===== config.mk =====
export PLATFORM = sky130hd
export DESIGN_NAME = gbn_ctrl
export DESIGN_NICKNAME = d
export VERILOG_FILES = /design/src/rtl/core/gbn_pkg.sv /design/src/rtl/core/gbn_ctrl.sv
export SDC_FILE = /design/constraint.sdc
export NUM_CORES = 1
export LEC_CHECK = 0
export ABC_CLOCK_PERIOD_IN_PS = 1100
export BUFFER_PORTS_ARGS = -buffer_cell sky130_fd_sc_hd__buf_2
export CAP_MARGIN = 25
export CORE_AREA = 10 10 47 49
export DETAILED_ROUTE_END_ITERATION = 8
export DIE_AREA = 0 0 57 59
export MAX_ROUTING_LAYER = met4
export SLEW_MARGIN = 30
export SYNTH_ARGS = -nofsm -noshare
export SYNTH_HDL_FRONTEND = slang
export SYNTH_SLANG_ARGS = --single-unit

===== constraint.sdc =====
create_clock -name clk -period 1.1 [get_ports clk]
set_input_delay 0.11 -clock clk [delete_from_list [all_inputs] [get_ports clk]]
set_output_delay 0.11 -clock clk [all_outputs]
set_load 0.02 [all_outputs]

===== src/rtl/core/gbn_pkg.sv =====
package gbn_pkg;

	localparam int MAX_PAYLOAD  = 53;
	localparam int PACKET_BYTES = 64;
	localparam int HDR_LEN      = 11;
	localparam int CSUM_HI      = 9;
	localparam int CSUM_LO      = 10;
	localparam int SEQ_FIRST    = 1;
	localparam int SEQ_LAST     = 4;

	localparam int BYTE_W  = 8;
	localparam int MSIZE_W = 6;
	localparam int ACK_W   = 32;
	localparam int CS_W    = 16;
	localparam int SUM_W   = 22;
	localparam int IDX_W   = $clog2(PACKET_BYTES);
	localparam int PAY_AW  = $clog2(MAX_PAYLOAD);
	localparam int LAST_IDX = PACKET_BYTES - 1;

	typedef enum logic [2:0] {
		ST_RECV,
		ST_CHECK,
		ST_JUDGE,
		ST_PAY,
		ST_ACKCS,
		ST_ACK
	} gbn_state_t;

	typedef struct packed {
		logic take;
		logic fold_sum;
		logic clear_sum;
		logic load_ack_prev;
		logic load_ack_seq;
		logic pay_start;
		logic pay_advance;
		logic ack_csum;
		logic emit_ack;
	} gbn_cmd_t;

	typedef struct packed {
		logic last_byte;
		logic good;
		logic seq_match;
		logic exp_ge2;
		logic size_zero;
		logic pay_done;
	} gbn_sts_t;

endpackage


===== src/rtl/core/gbn_ctrl.sv =====
module gbn_ctrl import gbn_pkg::*; (
	input  logic     clk,
	input  logic     arst_n,
	input  logic     rx_valid,
	output logic     rx_ready,
	output logic     tx_valid,
	input  logic     tx_ready,
	input  gbn_sts_t sts,
	output gbn_cmd_t cmd
);

	gbn_state_t state_q;
	gbn_state_t state_d;

	always_ff @(posedge clk or negedge arst_n) begin
		if (!arst_n)
			state_q <= ST_RECV;
		else
			state_q <= state_d;
	end

	always_comb begin
		state_d = state_q;
		unique case (state_q)
			ST_RECV: begin
				if (rx_valid && sts.last_byte)
					state_d = ST_CHECK;
			end
			ST_CHECK: state_d = ST_JUDGE;
			ST_JUDGE: begin
				priority if (!sts.good && !sts.exp_ge2)
					state_d = ST_RECV;
				else if (!sts.good || !sts.seq_match || sts.size_zero)
					state_d = ST_ACKCS;
				else
					state_d = ST_PAY;
			end
			ST_PAY: begin
				if (tx_ready && sts.pay_done)
					state_d = ST_ACKCS;
			end
			ST_ACKCS: state_d = ST_ACK;
			ST_ACK: begin
				if (tx_ready)
					state_d = ST_RECV;
			end
			default: state_d = ST_RECV;
		endcase
	end

	always_comb begin
		cmd = '0;
		rx_ready = 1'b0;
		tx_valid = 1'b0;
		unique case (state_q)
			ST_RECV: begin
				rx_ready = 1'b1;
				cmd.take = rx_valid;
			end
			ST_CHECK: cmd.fold_sum = 1'b1;
			ST_JUDGE: begin
				cmd.clear_sum = 1'b1;
				priority if (!sts.good || !sts.seq_match)
					cmd.load_ack_prev = sts.exp_ge2 || sts.good;
				else if (sts.size_zero)
					cmd.load_ack_seq = 1'b1;
				else
					cmd.pay_start = 1'b1;
			end
			ST_PAY: begin
				tx_valid = 1'b1;
				cmd.pay_advance = tx_ready;
				cmd.load_ack_seq = tx_ready && sts.pay_done;
			end
			ST_ACKCS: cmd.ack_csum = 1'b1;
			ST_ACK: begin
				tx_valid = 1'b1;
				cmd.emit_ack = 1'b1;
			end
			default: cmd = '0;
		endcase
	end

`ifndef SYNTH
	a_one_side: assert property (@(posedge clk) disable iff (!arst_n)
		!(rx_ready && tx_valid))
		else $error("input and output open at once");
	a_end_of_packet: assert property (@(posedge clk) disable iff (!arst_n)
		(cmd.take && sts.last_byte) |=> (state_q == ST_CHECK))
		else $error("final beat did not start the check");
	a_pay_in_order: assert property (@(posedge clk) disable iff (!arst_n)
		(state_q == ST_PAY) |-> (sts.good && sts.seq_match && !sts.size_zero))
		else $error("payload delivered for a packet that is not good and in order");
	a_ack_follows: assert property (@(posedge clk) disable iff (!arst_n)
		(state_q == ST_ACKCS) |=> (state_q == ST_ACK))
		else $error("acknowledgement not offered after checksum");
`endif

endmodule


## Yosys cells after proc, flatten, opt, wreduce, memory -nomap -nowiden

Cells that the tools add are included.

- Bits in registers: 3
- Bits in latches: 0
- Bits in writable memories: 0
- Memory bits (read-only): 0
- Input port bits: 10
- Output and inout port bits: 11
- Word-level logic and storage cells: 41
- Memories kept: 0

- $add $sub $neg: 0
- Multiply operators: 0
- Divide/modulo/power cells: 0
- Magnitude comparators: 0
- Eq/ne operators: 8
- Shifts and indexed selects: 0
- Multiplexer cells: 20
- Bitwise logic cells: 0
- Reduce and logical (&&, ||, !) cells: 12

Operator list:

| kind | count |
|---|---|
| 3-bit case mux with 6 select lines | 1 |
| 3-bit two-way mux | 5 |
| 1-bit two-way mux | 11 |
| 3-bit by 2-bit equality test with 1-bit output, second input constant | 2 |
| 3-bit equality test, second input constant | 2 |
| 2-bit inequality test, second input constant | 3 |
| 2-bit two-way mux | 2 |
| 3-bit by 1-bit equality test with 1-bit output, second input constant | 1 |
| 1-bit logical AND | 3 |
| 1-bit zero test | 3 |
| 3-bit zero test | 1 |
| 1-bit logical OR | 3 |
| 3-bit AND reduction | 1 |
| 1-bit case mux with 2 select lines | 1 |
| 2-bit OR reduction | 1 |

## Logic depth before layout (Yosys ltp)

- Depth after elaboration: 6
- Gate-level depth with buffers: 4
- Gate-level depth less buffers: 3

## Worst setup path before layout

No wires, ideal clock.

- Kind: flip-flop to output port
- Start: register state_q[0]
- End: output port cmd[8] (netlist bit)
- Arrival time: 1,374 ps
- Required time: 990 ps
- Setup slack: -384 ps
- Stages on the path, launching flop included: 4
- Buffers on the path: 1
- Cells stage by stage: dfrtp_1 > buf_4 > nor3_1 > and2_1

RTL lines:

| what | RTL line | text |
|---|---|---|
| start, declared | gbn_ctrl.sv:12 | `gbn_state_t state_q;` |
| start signal, assigned | gbn_ctrl.sv:19 | `state_q <= state_d;` |
| end, declared | gbn_ctrl.sv:9 | `output gbn_cmd_t cmd` |

## Worst setup path in the final report

- Start: register state_q[2]
- End: output port tx_valid

- Longest elaborated chain between the ends: 3
- Elaborated cells on any way between the ends: 4
- Classes of those cells: 2 x eq/ne; 1 x mux; 1 x reduce/logical

RTL lines:

| what | RTL line | text |
|---|---|---|
| 3-bit equality test or 3-bit by 2-bit equality test with 1-bit output (tied branches) | gbn_ctrl.sv:55 | `unique case (state_q)` |
| 2-bit OR reduction (no source line) * | n/a |  |
| 1-bit two-way mux * | gbn_ctrl.sv:55 |  |
| end, declared | gbn_ctrl.sv:6 | `output logic tx_valid,` |

Every way passes the cells marked *; elsewhere a longest branch is shown, timed or not.

==> qor.csv <==
stage;metric;value;unit
status;outcome;finished with violations;
status;failing checks;setup timing;
grt;largest net degree at the start of global routing;8;
yosys;synthesized cell area;283;sq um
yosys;FF+latch count, synth;3;
run;max-cap violations;0;
yosys;Seq/Total Area, Yosys;26.5;%
setup_path;Req. time, crit path;0.99;ns
clock_tree;Max clock buf depth;2;
power_and_ir_drop;Worst VDD drop;0.00107;V
setup_path;CP Class;reg -> out;
power_and_ir_drop;P_int;938;uW
timing;RSZ-0062 raised after global routing;true;
timing;fin crit share;119;%
grt;GR Layer Usage met3;3.65;%
routing;# DRC;0;
floorplanning;Initial Utilization;20.2;%
layout;largest registers;state_q: 3 flops;
grt;initial antenna violation count;0;
power_and_ir_drop;clock network fraction of design power;11.7;%
floorplanning;Die X;57;microns
hold_path;Worst Hold Class;in -> reg;
layout;share of cells above drive strength 1;74.6;%
place;GPL Wtd Cong;0.851;
power_and_ir_drop;PD cells;2600;nW/um^2
setup_path;critical path arrival;1.20;ns
clock_tree;clock sink total;3;
clock_tree;clock latency on the worst-skew pair;0.24;ns
layout;Biggest register;state_q;
grt;first-pass GRT wire length;1950;microns
yosys;Post-synth EDFFs;0;
grt;All-Layer GR Usage;7.51;%
timing;clk_skew;0.00296;ns
clock_tree;CTS clk-pin slew, worst paths;0.04;ns
grt;met2 Usage GRT;11.5;%
grt;GR peak layer;met2;
setup_path;CP max stage delay;0.43;ns
setup_path;CP Capture Type;output pin;
yosys;Mapped Cells;38;
power_and_ir_drop;Seq pwr share;16.7;%
timing;Final Max Tran Viols;0;
routing;1st-pass router iterations;3;
setup_path;crit-path cells;nand2b_4 -> a21oi_2 -> buf_6;
setup_path;WP buf/inv;1;
yosys;Async SR Flop Fraction;100;%
routing;Post-DRT Antenna Nets;0;
floorplanning;Core Area;1400;sq um
power_and_ir_drop;Power Total;1.70;mW
clock_tree;CTS tree;yes;
power_and_ir_drop;Sw Ratio;44.9;%
grt;vias in the first global route;453;
power_and_ir_drop;LEAKAGE;0.298;nW
place;Post-Place Setup Slack;-0.0847;ns
routing;drt wl/cell;13.7;microns
grt;GR Util met1;7.14;%
place;port buffer count;20;
timing;Slew headroom;89.4;%
yosys;YS warnings;0;
timing;f_max;763;MHz
layout;Layout Nets;82;
yosys;Post-Syn Area per Cell;7.44;sq um
floorplanning;Boundary Pins;21;
timing;pin slew with the least headroom to its limit;0.155;ns
place;DP HPWL;792;microns
layout;max reg flops;3;
timing;Final Hold Fails;0;
floorplanning;# rows;14;
setup_path;Worst path top cell family by delay;flip-flops;
grt;total grt overflow;0;
clock_tree;CTS H-tree depth;1;
timing;Final setup viols;13;
layout;Layout fillers;154;
setup_path;maximum fanout along the worst path;7;
yosys;Synth Net Count;48;
floorplanning;DIE HEIGHT;59;microns
routing;drt first-iter violations;6;
setup_path;CP Launch Type;flip-flop;
routing;DRT Wirelength;1190;microns
timing;post-route setup slack;-0.211;ns
routing;DR vias;421;
layout;fin util;46.7;%
power_and_ir_drop;part of the power in combinational logic;71.6;%
timing;setup TNS;-1.98;ns
setup_path;Crit-path slowest cell;dfrtp_2;
timing;Tmin final;1.31;ns
clock_tree;clock buffer count from CTS;3;
clock_tree;Root Driver;clkbuf_4;
yosys;Primary FF master, synth;dfrtp_1;
layout;synth-to-layout area growth;131;%
yosys;Netlist cell types;23;
layout;ANT cells;0;
power_and_ir_drop;P_sw;764;uW
routing;Vias/cell;4.84;
floorplanning;Die Area;3360;sq um
[logic make-up (layout without fill, tap and decap cells)]
| family | count (synthesis) | after routing | share of synthesized area [%] |
|---|---|---|---|
| compound gates | 10 | 10 | 23.5 |
| buf+inv | 3 | 36 | 5.31 |
| flops | 3 | 3 | 26.5 |
| mux | 1 | 1 | 3.54 |
| simple gates | 21 | 21 | 41.2 |
[metal layers]
layer  vias to the layer above  wire length [microns]
met5                         -                      0
met4                         0                     22
met3                         2                     88
met2                        14                    650
met1                       201                    428
li1                        204                      -
[cell usage after synthesis (all sizes together), types with 2 or more instances]
master	count	area share (%)
dfrtp	3	27
inv	2	2.7
nand2	2	2.7
and2	2	4.4
nor2	7	10
a21oi	4	7.1
nor3	4	7.1
nand2b	2	7.1
[placed cells by master (no fill, tap or decap), types with 2 or more instances in the layout]
cell,count
buf_4,10
dfrtp_2,3
nor3_2,3
a21oi_2,4
buf_2,9
nand2b_4,2
nor2_1,4
buf_6,10
clkbuf_4,3
nor2_4,3
[power by group through the flow]
stage / Clock [mW] / Combinational, mW / Sequential [mW]
finish: 0.199 / 1.22 / 0.284
global route: 0.220 / 1.31 / 0.294
global placement: 0 / 0.733 / 0.276
floorplan: 0 / 0.530 / 0.231
CTS: 0.211 / 1.10 / 0.273
detailed placement: 0 / 0.728 / 0.282
[stage by stage]
stage,hold WS (ns),area (sq um),instances
floorplan,-0.186,299,38
global placement,-0.0922,434,76
detailed placement,-0.0938,434,76
CTS,0.117,604,87
global route,0.125,654,87
finish,0.127,654,87
[final cells by class]
| class | instances | area (sq um) | share of cell area, % |
|---|---|---|---|
| Clock buffer | 4 | 26.3 | 4.02 |
| Inverter | 2 | 10.0 | 1.53 |
| Multi-Input combinational cell | 32 | 277 | 42.3 |
| Sequential cell | 3 | 78.8 | 12.0 |
| Tap cell | 16 | 20.0 | 3.06 |
| Timing Repair Buffer | 30 | 243 | 37.1 |
[path summary, 6_finish.rpt]
kind / startpoint / end / slack (ns) / depth (start not counted)
worst min-delay path: sts[0] / state_q[2] / 0.13 / 2
worst min register to register: state_q[2] / state_q[1] / 0.61 / 2
min in group asynchronous: arst_n / state_q[1] / 0.20 / 2
worst max register to register: state_q[2] / state_q[2] / -0.08 / 5
max in group asynchronous: arst_n / state_q[2] / 0.78 / 2
worst max-delay path: state_q[2] / tx_valid / -0.21 / 3
[repair_timing]
action                     in CTS  in global routing
hold endpoints to repair        3                  0
setup buffers                   6                  0
gates resized for setup        27                 12
hold buffers                    1                  0
setup endpoints to repair      14                 14
pin swaps                       5                  3
No activity file was read; power rests on OpenSTA's default activity.
