## config.mk

```make
export PLATFORM = sky130hd
export DESIGN_NAME = gbn_dp
export DESIGN_NICKNAME = d
export VERILOG_FILES = /design/src/rtl/core/gbn_pkg.sv /design/src/rtl/core/gbn_dp.sv
export SDC_FILE = /design/constraint.sdc
export NUM_CORES = 1
export LEC_CHECK = 0
export ABC_CLOCK_PERIOD_IN_PS = 9700
export BUFFER_PORTS_ARGS = -buffer_cell sky130_fd_sc_hd__buf_4
export CAP_MARGIN = 20
export CORE_UTILIZATION = 55
export CTS_BUF_LIST = sky130_fd_sc_hd__clkbuf_4
export CTS_CLUSTER_DIAMETER = 150
export DETAILED_ROUTE_END_ITERATION = 12
export PLACE_DENSITY = 0.72
export SETUP_SLACK_MARGIN = 0.5
export SKIP_LAST_GASP = 1
export SLEW_MARGIN = 40
export SYNTH_ARGS = -nofsm -noshare
export SYNTH_HDL_FRONTEND = slang
export SYNTH_SLANG_ARGS = --single-unit
export TNS_END_PERCENT = 1
```

## constraint.sdc

```tcl
create_clock -name clk -period 9.7 [get_ports clk]
set_clock_uncertainty 0.2 [all_clocks]
set_input_delay 0.485 -clock clk [delete_from_list [all_inputs] [get_ports clk]]
set_output_delay 0.485 -clock clk [all_outputs]
set_load 0.1 [all_outputs]
```

## src/rtl/core/gbn_pkg.sv

```systemverilog
package gbn_pkg;

	localparam int MAX_PAYLOAD  = 53;
	localparam int PACKET_BYTES = 64;
	localparam int HDR_LEN      = 11;
	localparam int CSUM_HI      = 9;
	localparam int CSUM_LO      = 10;
	localparam int SEQ_FIRST    = 1;
	localparam int SEQ_LAST     = 4;

	localparam int BYTE_W  = 8;
	localparam int MSIZE_W = 6;
	localparam int ACK_W   = 32;
	localparam int CS_W    = 16;
	localparam int SUM_W   = 22;
	localparam int IDX_W   = $clog2(PACKET_BYTES);
	localparam int PAY_AW  = $clog2(MAX_PAYLOAD);
	localparam int LAST_IDX = PACKET_BYTES - 1;

	typedef enum logic [2:0] {
		ST_RECV,
		ST_CHECK,
		ST_JUDGE,
		ST_PAY,
		ST_ACKCS,
		ST_ACK
	} gbn_state_t;

	typedef struct packed {
		logic take;
		logic fold_sum;
		logic clear_sum;
		logic load_ack_prev;
		logic load_ack_seq;
		logic pay_start;
		logic pay_advance;
		logic ack_csum;
		logic emit_ack;
	} gbn_cmd_t;

	typedef struct packed {
		logic last_byte;
		logic good;
		logic seq_match;
		logic exp_ge2;
		logic size_zero;
		logic pay_done;
	} gbn_sts_t;

endpackage

```

## src/rtl/core/gbn_dp.sv

```systemverilog
module gbn_dp import gbn_pkg::*; (
	input  logic               clk,
	input  logic               arst_n,
	input  gbn_cmd_t           cmd,
	input  logic [BYTE_W-1:0]  rx_byte,
	output gbn_sts_t           sts,
	output logic               kind,
	output logic [BYTE_W-1:0]  data_byte,
	output logic [MSIZE_W-1:0] message_size,
	output logic [ACK_W-1:0]   ack_number,
	output logic [CS_W-1:0]    ack_checksum,
	output logic               last
);

	logic [IDX_W-1:0]  idx_q;
	logic [SUM_W-1:0]  sum_q;
	logic [ACK_W-1:0]  seq_q;
	logic [BYTE_W-1:0] size_q;
	logic [CS_W-1:0]   sent_q;
	logic [ACK_W-1:0]  exp_q;
	logic [CS_W:0]     fold_q;
	logic [ACK_W-1:0]  ack_num_q;
	logic [CS_W-1:0]   ack_cs_q;
	logic [PAY_AW-1:0] pay_cnt_q;
	logic [BYTE_W-1:0] rd_data_q;
	logic [BYTE_W-1:0] mem_q [MAX_PAYLOAD];

	logic              csum_byte;
	logic [SUM_W-1:0]  addend;
	logic [PAY_AW-1:0] wr_addr;
	logic [PAY_AW-1:0] rd_addr;
	logic [CS_W-1:0]   fold2;
	logic [CS_W:0]     ack_s;

	assign csum_byte = (idx_q == IDX_W'(CSUM_HI)) || (idx_q == IDX_W'(CSUM_LO));
	// odd positions count as the high byte of a 16-bit word
	assign addend = idx_q[0] ? SUM_W'({rx_byte, 8'h00}) : SUM_W'(rx_byte);
	assign wr_addr = PAY_AW'(idx_q - IDX_W'(HDR_LEN));
	assign ack_s = {1'b0, ack_num_q[ACK_W-1:CS_W]} + {1'b0, ack_num_q[CS_W-1:0]};

	always_ff @(posedge clk or negedge arst_n) begin
		if (!arst_n) begin
			idx_q <= '0;
			sum_q <= '0;
			seq_q <= '0;
			size_q <= '0;
			sent_q <= '0;
			exp_q <= ACK_W'(1);
		end else begin
			if (cmd.take) begin
				idx_q <= idx_q + IDX_W'(1);
				if (idx_q == '0)
					size_q <= rx_byte;
				if (idx_q >= IDX_W'(SEQ_FIRST) && idx_q <= IDX_W'(SEQ_LAST))
					seq_q <= {seq_q[ACK_W-BYTE_W-1:0], rx_byte};
				if (idx_q == IDX_W'(CSUM_HI))
					sent_q <= {rx_byte, 8'h00};
				if (idx_q == IDX_W'(CSUM_LO))
					sent_q[BYTE_W-1:0] <= rx_byte;
			end
			if (cmd.clear_sum)
				sum_q <= '0;
			else if (cmd.take && !csum_byte)
				sum_q <= sum_q + addend;
			if (cmd.load_ack_seq)
				exp_q <= exp_q + ACK_W'(1);
		end
	end

	always_ff @(posedge clk) begin
		if (cmd.fold_sum)
			fold_q <= {1'b0, sum_q[CS_W-1:0]} + (CS_W+1)'(sum_q[SUM_W-1:CS_W]);
		if (cmd.load_ack_prev)
			ack_num_q <= exp_q - ACK_W'(1);
		else if (cmd.load_ack_seq)
			ack_num_q <= seq_q;
		if (cmd.ack_csum)
			ack_cs_q <= ~(ack_s[CS_W-1:0] + CS_W'(ack_s[CS_W]));
		if (cmd.pay_start)
			pay_cnt_q <= '0;
		else if (cmd.pay_advance)
			pay_cnt_q <= pay_cnt_q + PAY_AW'(1);
	end

	// payload buffer, one write port and one registered read port
	always_comb begin
		priority if (cmd.pay_start)
			rd_addr = '0;
		else if (cmd.pay_advance)
			rd_addr = pay_cnt_q + PAY_AW'(1);
		else
			rd_addr = pay_cnt_q;
	end

	always_ff @(posedge clk) begin
		if (cmd.take && idx_q >= IDX_W'(HDR_LEN))
			mem_q[wr_addr] <= rx_byte;
		if (rd_addr < PAY_AW'(MAX_PAYLOAD))
			rd_data_q <= mem_q[rd_addr];
	end

	assign fold2 = fold_q[CS_W-1:0] + CS_W'(fold_q[CS_W]);

	always_comb begin
		sts.last_byte = (idx_q == IDX_W'(LAST_IDX));
		sts.good = (size_q <= BYTE_W'(MAX_PAYLOAD)) && (~fold2 == sent_q);
		sts.seq_match = (seq_q == exp_q);
		sts.exp_ge2 = (exp_q > ACK_W'(1));
		sts.size_zero = (size_q == '0);
		sts.pay_done = ((pay_cnt_q + PAY_AW'(1)) == size_q[PAY_AW-1:0]);
	end

	assign kind = cmd.emit_ack;
	assign data_byte = cmd.emit_ack ? '0 : rd_data_q;
	assign message_size = cmd.emit_ack ? '0 : size_q[MSIZE_W-1:0];
	assign ack_number = cmd.emit_ack ? ack_num_q : '0;
	assign ack_checksum = cmd.emit_ack ? ack_cs_q : '0;
	assign last = cmd.emit_ack;

endmodule

```

### Word level (Yosys, flattened, before mapping)

Memory sizes are Yosys's and may differ from the RTL's. A register that Yosys moved wholly into a read port is not among the register bits.
Cells that the tools add are included.

| word-level totals | value |
|---|---|
| flip-flop bits (word level) | 187 |
| RAM bits | 424 |
| word-level logic and storage cells | 66 |
| memories | 1 |

Memories:

| memory | words | width | read ports | clocked after Yosys merged registers in | write ports | line | text |
|---|---|---|---|---|---|---|---|
| mem_q | 53 | 8 | 1 | 1 | 1 | gbn_dp.sv:26 | `logic [BYTE_W-1:0] mem_q [MAX_PAYLOAD];` |

| cells by class | value |
|---|---|
| add/sub/neg operators | 10 |
| order comparisons | 6 |
| equal/unequal tests | 6 |
| multiplexer cells | 15 |
| bitwise logic cells | 2 |
| reductions and logical operators | 15 |

Operators with widths:

| kind | number |
|---|---|
| 32-bit 2-to-1 mux | 3 |
| 22-bit 2-to-1 mux | 2 |
| 16-bit by 1-bit adder with 16-bit output | 2 |
| 32-bit by 1-bit adder with 32-bit output (second input constant) | 1 |
| 32-bit == test | 1 |
| 32-bit by 1-bit > comparator with 1-bit output (second input constant) | 1 |
| 16-bit 2-to-1 mux | 2 |
| 16-bit inverter | 2 |
| 32-bit by 1-bit subtractor with 32-bit output (second input constant) | 1 |
| 8-bit 2-to-1 mux | 3 |
| 22-bit by 16-bit adder with 22-bit output | 1 |
| 6-bit 2-to-1 mux | 3 |
| 16-bit by 16-bit adder with 17-bit output | 1 |
| 16-bit by 6-bit adder with 17-bit output | 1 |
| 16-bit == test | 1 |
| 6-bit by 1-bit adder with 6-bit output (second input constant) | 2 |
| 6-bit by 4-bit == test with 1-bit output (second input constant) | 2 |
| 8-bit by 6-bit less-or-equal comparator with 1-bit output (second input constant) | 1 |
| 8-bit logical NOT | 1 |
| 2-bit AND reduction | 4 |
| 6-bit == test | 1 |
| 6-bit == test (second input constant) | 1 |
| 6-bit by 1-bit greater-or-equal comparator with 1-bit output (second input constant) | 1 |
| 6-bit by 4-bit greater-or-equal comparator with 1-bit output (second input constant) | 1 |
| other kinds (9) | 15 |

### Depth between registers and ports, before layout

Gate-level depths: netlist (run 1).

| logic depth | value |
|---|---|
| word-level depth | 6 |
| depth in mapped cells | 18 |
| depth with buffers taken out | 18 |

### Least setup slack after synthesis (run 1)

Ideal clock, no wire load.

| path | value |
|---|---|
| kind | register to output |
| start point | register fold_q[0] |
| end point | output port sts[4] (netlist bit) |
| arrival time | 4597 ps |
| slack | 4418 ps |
| cell stages (with the launch flop) | 10 |
| path through | edfxtp_1 > ha_1 > nand2_1 > or3_1 > nor2_1 > nand2_1 > nor2_1 > xnor2_1 > nand4_1 > nor4_1 |

RTL lines:

| item | line | text |
|---|---|---|
| start, declared | gbn_dp.sv:21 | `logic [CS_W:0] fold_q;` |
| start signal, assigned | gbn_dp.sv:72 | `fold_q <= {1'b0, sum_q[CS_W-1:0]} + (CS_W+1)'(sum_q[SUM_W-1:CS_W]);` |
| end, declared | gbn_dp.sv:6 | `output gbn_sts_t sts,` |

==> results.sh, run 1 <==
export IMPL_outcome="completed"
export IMPL_worst_pin_slew_ns=0.902
export IMPL_initial_core_util_pct=55.9
export IMPL_die_x_um=242
export IMPL_final_nets=2975
export IMPL_power_density_nw_per_um2=235
export IMPL_crit_fanout=69
export IMPL_async_flop_share_pct=18.7
export IMPL_synth_cell_types=91
export IMPL_rows=87
export IMPL_die_h_um=242
export IMPL_grt_pass1_wl_um=136000
export IMPL_path_class="register to output pin"
export IMPL_slowest_stage="dfxtp_4"
export IMPL_power_frac_seq_pct=43.4
export IMPL_final_common_cell="edfxtp_1"
export IMPL_endpoint_kind="output pin"
export IMPL_switchingPower_mw=2.94
export IMPL_critPathArrivalTime_ns=4.25
export IMPL_max_freq_mhz=203
export IMPL_hold_violations=0
export IMPL_cts_setup_buffers=0
export IMPL_numPortBuffers=88
export IMPL_synth_avg_cell_area_um2=11.2
export IMPL_routed_wl_um=87900
export IMPL_drt_iter0_drc=2511
export IMPL_clockPowerShare_pct=28.4
export IMPL_slew_viol_final=0
export IMPL_syn2layout_area_growth_pct=10.5
export IMPL_slowest_delay_ns=0.86
export IMPL_p_leak_nw=12.5
export IMPL_clkSlewWorstSetupHoldPaths_ns=0.06
export IMPL_grt_overflow=0
export IMPL_crit_chain="ha_2 > buf_4 > xor2_1 > nor4_2 > buf_4"
export IMPL_place_ws_ns=5.20
export IMPL_timing_final_crit_share_pct=50.9
export IMPL_clk_path_buf_depth=3
export IMPL_hpwl_um=54000
export IMPL_grt_max_degree=111
export IMPL_cts_sinks=619
export IMPL_final_cell_mix="edfxtp_1, o21ai_0, clkbuf_4, nor2_1, nand2_1"
export IMPL_cts_tree="built"
export IMPL_syn_cell_area_um2=31600
export IMPL_finalWorstSetupSlack_ns=4.77
export IMPL_syn_num_nets=2900
export IMPL_io_pins=89
export IMPL_p_comb_share_pct=28.2
export IMPL_h_tree_depth=4
export IMPL_drive_above_1_share_pct=16.4
export IMPL_ys_ff_latch=619
export IMPL_critPathTopFamily="buffers and inverters"
export IMPL_core_area_um2=56600
export IMPL_yosys_area_top_type_share_pct=47.2
export IMPL_p_int_mw=5.27
export IMPL_rsz0062_at_grt="false"
export IMPL_gr_usage_all_layers_pct=30.0
export IMPL_synth_edff_count=497
export IMPL_synth_flop_cell="edfxtp_1"
export IMPL_antenna_found_initial=4
export IMPL_seq_area_frac_synth_pct=56.7
export IMPL_timing_setup_tns_ns=0
export IMPL_drc=0
export IMPL_max_slew_margin_rel_pct=39.6
export IMPL_period_minus_slack_ns=4.93
export IMPL_gp_congestion=0.996
export IMPL_ys_warn_count=0
export IMPL_critPathBufInv=2
export IMPL_grt_pass1_vias=23800
export IMPL_final_setup_viol_count=0
export IMPL_ant_nets=0
export IMPL_ir_drop_mv=0.195
export IMPL_drv_cap=0
export IMPL_cp_required_ns=9.02
export IMPL_cts_root_buf="clkbuf_4"
export IMPL_yosys_area_top_type="edfxtp_1"
export IMPL_dieArea_um2=58500
export IMPL_via_count=24200
export IMPL_clock_latency_ns=1.00
export IMPL_dr_pass1_iters=6
export IMPL_cts_resized=0
export IMPL_path_common_cell="buf_4"
export IMPL_hp_class="input pin to register"
export IMPL_cts_buffers=162
export IMPL_synth_area_top_cells="edfxtp_1, dfrtp_1, o21ai_0"
export IMPL_swShare_pct=35.8
export IMPL_wl_per_cell_um=23.2
export IMPL_synth_cells=2827
export IMPL_viasPerCell=6.38
export IMPL_cp_start_kind="register"
==> synthesized netlist by cell type, types with 6 or more instances <==
cell type,number
mux2_2,64
mux2i_1,14
nor3b_1,7
edfxtp_1,497
o31ai_1,13
nand3b_1,8
buf_4,10
o21ai_0,358
a211oi_1,18
a22oi_1,23
nor2_1,235
xnor2_1,98
o211ai_1,134
dfrtp_1,115
nand2_1,203
nor3_1,32
o221ai_1,51
or3_1,20
or4_1,6
o21ai_1,7
a31oi_1,22
nand3_1,69
nand2b_1,9
o21a_1,18
buf_2,65
xor2_1,78
a21o_1,14
nand4_1,24
a311oi_1,11
buf_1,7
a21oi_1,100
a22o_1,10
a221o_1,20
and3_1,16
dfxtp_1,6
inv_1,32
clkbuf_1,126
and2_1,59
buf_6,9
nor4_1,20
a221oi_1,31
nor2b_1,34
a2bb2oi_1,7
ha_1,51
==> final timing paths <==
kind,startpoint,end,slack [ns],depth (start not counted)
max,pay_cnt_q[0],sts[0],4.77,5
min,cmd[4],exp_q[1],0.08,3
max reg2reg,pay_cnt_q[0],rd_data_q[5],4.98,9
min reg2reg,sent_q[1],sent_q[1],0.33,1
max in group asynchronous,arst_n,sent_q[15],8.21,4
min in group asynchronous,arst_n,exp_q[28],0.41,4
==> logic make-up (layout without fill, tap and decap cells) <==
kind of cell,Yosys count,count (layout),synth area share (%)
adders and majority gates,54,54,2.21
muxes,79,79,2.77
AOI/OAI and AO/OA,868,868,17.6
buffers and inverters,252,453,3.58
xor gates and xnor gates,180,180,5.08
other,0,6,0
and+or+nand+nor,775,775,12.0
DFF,619,619,56.7
==> worst register-to-register path, stage by stage, from the launching register on <==
cell	delay [ns]
dfxtp_4	0.86
ha_2	0.60
nand2_1	0.13
nand2_1	0.49
nand2_1	0.36
inv_1	0.66
o221ai_1	0.26
a221oi_1	0.62
nor3_1	0.17
o31ai_1	0.21
==> metrics by stage <==
step	util, %	hold slack, ns	cell area [um2]	std cells	power [mW]
2_1_floorplan	-	-0.0106	31600	2827	5.21
3_3_place_gp	57.4	0.303	32500	3475	5.77
3_5_place_dp	57.4	0.316	32500	3475	5.86
4_1_cts	61.6	0.00827	34900	3784	8.20
5_1_grt	61.7	0.00780	34900	3790	8.60
6_report	61.7	0.0806	34900	3790	8.21
==> power by group through the flow <==
stage | clock, mW | sequential, mW | combinational [mW]
3_3_place_gp | 0 | 3.59 | 2.19
5_1_grt | 2.53 | 3.60 | 2.48
2_1_floorplan | 0 | 3.44 | 1.77
4_1_cts | 2.37 | 3.55 | 2.27
6_report | 2.34 | 3.56 | 2.31
3_5_place_dp | 0 | 3.61 | 2.26
==> final cells by class <==
class,instances,area [um2]
multi-input combinational,1956,12700
clock buffer,246,1850
inverter,35,134
tap,756,946
clock inverter,44,298
sequential,619,18000
timing repair buffer,128,1070
fill,4561,21700
antenna,6,15.0
==> registers in the layout (all words and copies together) (netlist names) <==
signal	count
mem_q	424
ack_num_q	32
exp_q	32
seq_q	32
sum_q	22
fold_q	17
ack_cs_q	16
sent_q	16
rd_data_q	8
size_q	8
idx_q	6
pay_cnt_q	6
==> what timing repair did <==
action	4_1_cts	5_1_grt
setup endpoints to repair	0	0
endpoints found under the hold margin	611	0
hold buffers	19	0
==> per-layer routing <==
metal	GRT usage [%]	wire, um	vias to the layer above
li1	-	-	10900
met1	39.4	34700	11900
met2	48.7	42700	1190
met3	6.20	7590	215
met4	12.5	2910	0
met5	0	0	-
Power figures use the tool's default switching activity.
==> inputs of run 2 (changes only) <==
- ABC_AREA: unset -> 1
- ABC_CLOCK_PERIOD_IN_PS: 9700 -> 4400
- PLACE_DENSITY: 0.72 -> 0.75
- clock period: 9.7 -> 4.4 ns (I/O delays scaled with it)
==> run 2 against run 1 <==
Net effect: highest routed layer unchanged; global-route usage fell by 2.5 points; critical path depth increased by 3; first-iteration DRC count is 2.6% lower; setup slack lost 4.2 ns; hold slack improved by 0.085 ns; clock power is 110% higher; synthesized cell count rose by 11%; final area decreased by 2.5%; non-clock buffer count rose by 24.
==> results.sh, run 2 <==
export IMPL_final_common_cell="nand2_1"
export IMPL_cts_root_buf="clkbuf_4"
export IMPL_syn_num_nets=3225
export IMPL_syn2layout_area_growth_pct=12.2
export IMPL_regToRegStartpoint="ack_num_q[0]"
export IMPL_rows=85
export IMPL_dr_pass1_iters=6
export IMPL_drc=0
export IMPL_gr_usage_all_layers_pct=27.6
export IMPL_power_density_nw_per_um2=514
export IMPL_wl_met1_um=31200
export IMPL_path_class="register to output pin"
export IMPL_nFillCells=4368
export IMPL_rsz0062_at_grt="true"
export IMPL_timing_setup_tns_ns=0
export IMPL_die_h_um=237
export IMPL_cts_setup_buffers=0
export IMPL_endpoint_kind="output pin"
export IMPL_ys_ff_latch=619
export IMPL_placedInstanceArea_um2=31600
export IMPL_async_flop_share_pct=18.7
export IMPL_outcome="completed"
export IMPL_stdcell_area_um2=34100
export IMPL_regMostFlops="mem_q"
export IMPL_synth_cell_types=46
export IMPL_dieArea_um2=56100
export IMPL_ir_drop_mv=0.266
export IMPL_worst_pin_slew_ns=0.857
export IMPL_largest_reg_flops=424
export IMPL_initial_core_util_pct=56.1
export IMPL_viasPerCell=5.57
export IMPL_ys_warn_count=0
export IMPL_critPathArrivalTime_ns=3.39
export IMPL_io_pins=89
export IMPL_synth_avg_cell_area_um2=9.63
export IMPL_ant_nets=0
export IMPL_rrSetupSlack_ns=0.85
export IMPL_h_tree_depth=4
export IMPL_clk_path_buf_depth=3
export IMPL_max_freq_mhz=262
export IMPL_cts_sinks=619
export IMPL_multi_input_area_um2=9980
export IMPL_holdWs_ns=0.165
export IMPL_timing_final_crit_share_pct=86.7
export IMPL_synth_area_top_cells="edfxtp_1, dfrtp_1, nand2_1"
export IMPL_hold_violations=0
export IMPL_numPortBuffers=88
export IMPL_highest_layer="met4"
export IMPL_p_leak_nw=15.0
export IMPL_drv_cap=0
export IMPL_die_x_um=237
export IMPL_seq_area_frac_synth_pct=59.1
export IMPL_synth_cells=3152
export IMPL_yosys_top_cells_count="nand2_1, edfxtp_1, inv_1, nand3_1, nor2_1"
export IMPL_synth_edff_count=497
export IMPL_wl_per_cell_um=18.3
export IMPL_hpwl_um=49800
export IMPL_place_ws_ns=0.800
export IMPL_r2r_end="ack_cs_q[15]"
export IMPL_routed_wl_um=76100
export IMPL_grt_max_degree=160
export IMPL_cts_buffers=161
export IMPL_clock_latency_ns=1.00
export IMPL_cts_tree="built"
export IMPL_via_count=23100
export IMPL_final_setup_viol_count=0
export IMPL_met2_length_um=36100
export IMPL_reg2regPathDepth=20
export IMPL_max_slew_margin_rel_pct=42.6
export IMPL_yosys_area_top_type_share_pct=49.2
export IMPL_grt_pass1_vias=22400
export IMPL_crit_fanout=6
export IMPL_antenna_found_initial=3
export IMPL_final_nets=3406
export IMPL_final_cell_mix="nand2_1, edfxtp_1, inv_1, nand3_1, clkbuf_4"
export IMPL_hp_class="input pin to asynchronous set/reset pin"
export IMPL_cp_start_kind="register"
export IMPL_grt_pass1_wl_um=119000
export IMPL_syn_cell_area_um2=30400
export IMPL_synth_most_common_cell="nand2_1"
export IMPL_drt_iter0_drc=2445
export IMPL_clkSlewWorstSetupHoldPaths_ns=0.07
export IMPL_grt_overflow=0
export IMPL_core_area_um2=54100
export IMPL_wl_met3_um=6320
export IMPL_slew_viol_final=0
export IMPL_gp_congestion=0.945
export IMPL_drive_above_1_share_pct=12.2
export IMPL_cp_required_ns=3.98
export IMPL_layout_area_seq_um2=17900
export IMPL_period_minus_slack_ns=3.81
export IMPL_finalWorstSetupSlack_ns=0.587
export IMPL_yosys_area_top_type="edfxtp_1"
export IMPL_synth_flop_cell="edfxtp_1"
==> run 2: cell count changes in the layout (fill, tap and decap cells not counted), sizes merged, moves of 35 or more <==
cell and change:
nand2 +463, inv +459, nand3 +245, o21ai -225, xnor2 -81, mux2 -61, and2 -58, o221ai -51
nor2b -35
==> run 2: repair_timing <==
item | 4_1_cts | 5_1_grt
resized for setup | 0 | 7
hold endpoints to repair | 767 | 0
hold buffers | 39 | 0
setup endpoints to repair | 0 | 6
==> run 2: worst max-delay path by stage <==
stage | startpoint | endpoint | slack [ns]
5_1_grt | pay_cnt_q[0] | sts[0] | 0.50
6_report | pay_cnt_q[0] | sts[0] | 0.59
4_1_cts | pay_cnt_q[0] | sts[0] | 0.54
3_3_place_gp | ack_num_q[11] | ack_cs_q[15] | 0.93
2_1_floorplan | pay_cnt_q[0] | sts[0] | 0.76
3_5_place_dp | ack_num_q[0] | ack_cs_q[15] | 0.80
==> run 2: through the flow <==
stage,utilization [%],std cells,total power [mW]
after floorplan,-,3152,11.1
after global placement,58.2,3825,12.4
after detailed placement,58.3,3827,12.5
after CTS,62.9,4151,17.5
after global routing,62.9,4152,18.4
final,62.9,4152,17.5
==> run 2: cell type report <==
cell class / count / share of cell area (%)
diodes: 1 / 0.00735
repair buffers: 152 / 3.88
clock buffers: 241 / 5.31
clock inverters: 44 / 0.768
inverters: 495 / 5.46
flip-flops and latches: 619 / 52.7
well taps: 696 / 2.56
multi-input cells: 1904 / 29.3
==> run 2: cell families after synthesis <==
group	Yosys count	synth area share [%]
flip-flops	619	59.1
AO/OA/AOI/OAI	408	8.24
XOR/XNOR	120	3.46
AND/OR/NAND/NOR	1318	18.6
multiplexers	4	0.148
adder cells (fa/ha/maj)	54	2.30
buffers and inverters	629	8.11
==> run 2: where the power goes <==
group	internal, mW	switching, mW	leakage [nW]
clock	2.63	2.36	1.23
sequential	7.08	0.543	6.05
combinational	1.37	3.50	7.67
==> run 2: layer usage <==
layer  vias to the layer above  GRT usage [%]
li1                      11000              -
met1                     10900           36.1
met2                      1020           44.7
met3                       178           5.86
met4                         0           11.4
met5                         -              0
==> run 2: worst max-delay path: stages, from the launching register on <==
cell,delay (ns)
dfxtp_1,0.49
ha_1,0.26
xnor2_1,0.19
xor2_1,0.18
nand3_1,0.08
a21oi_1,0.11
o21ai_0,0.09
nor3_1,0.57
buf_4,0.42
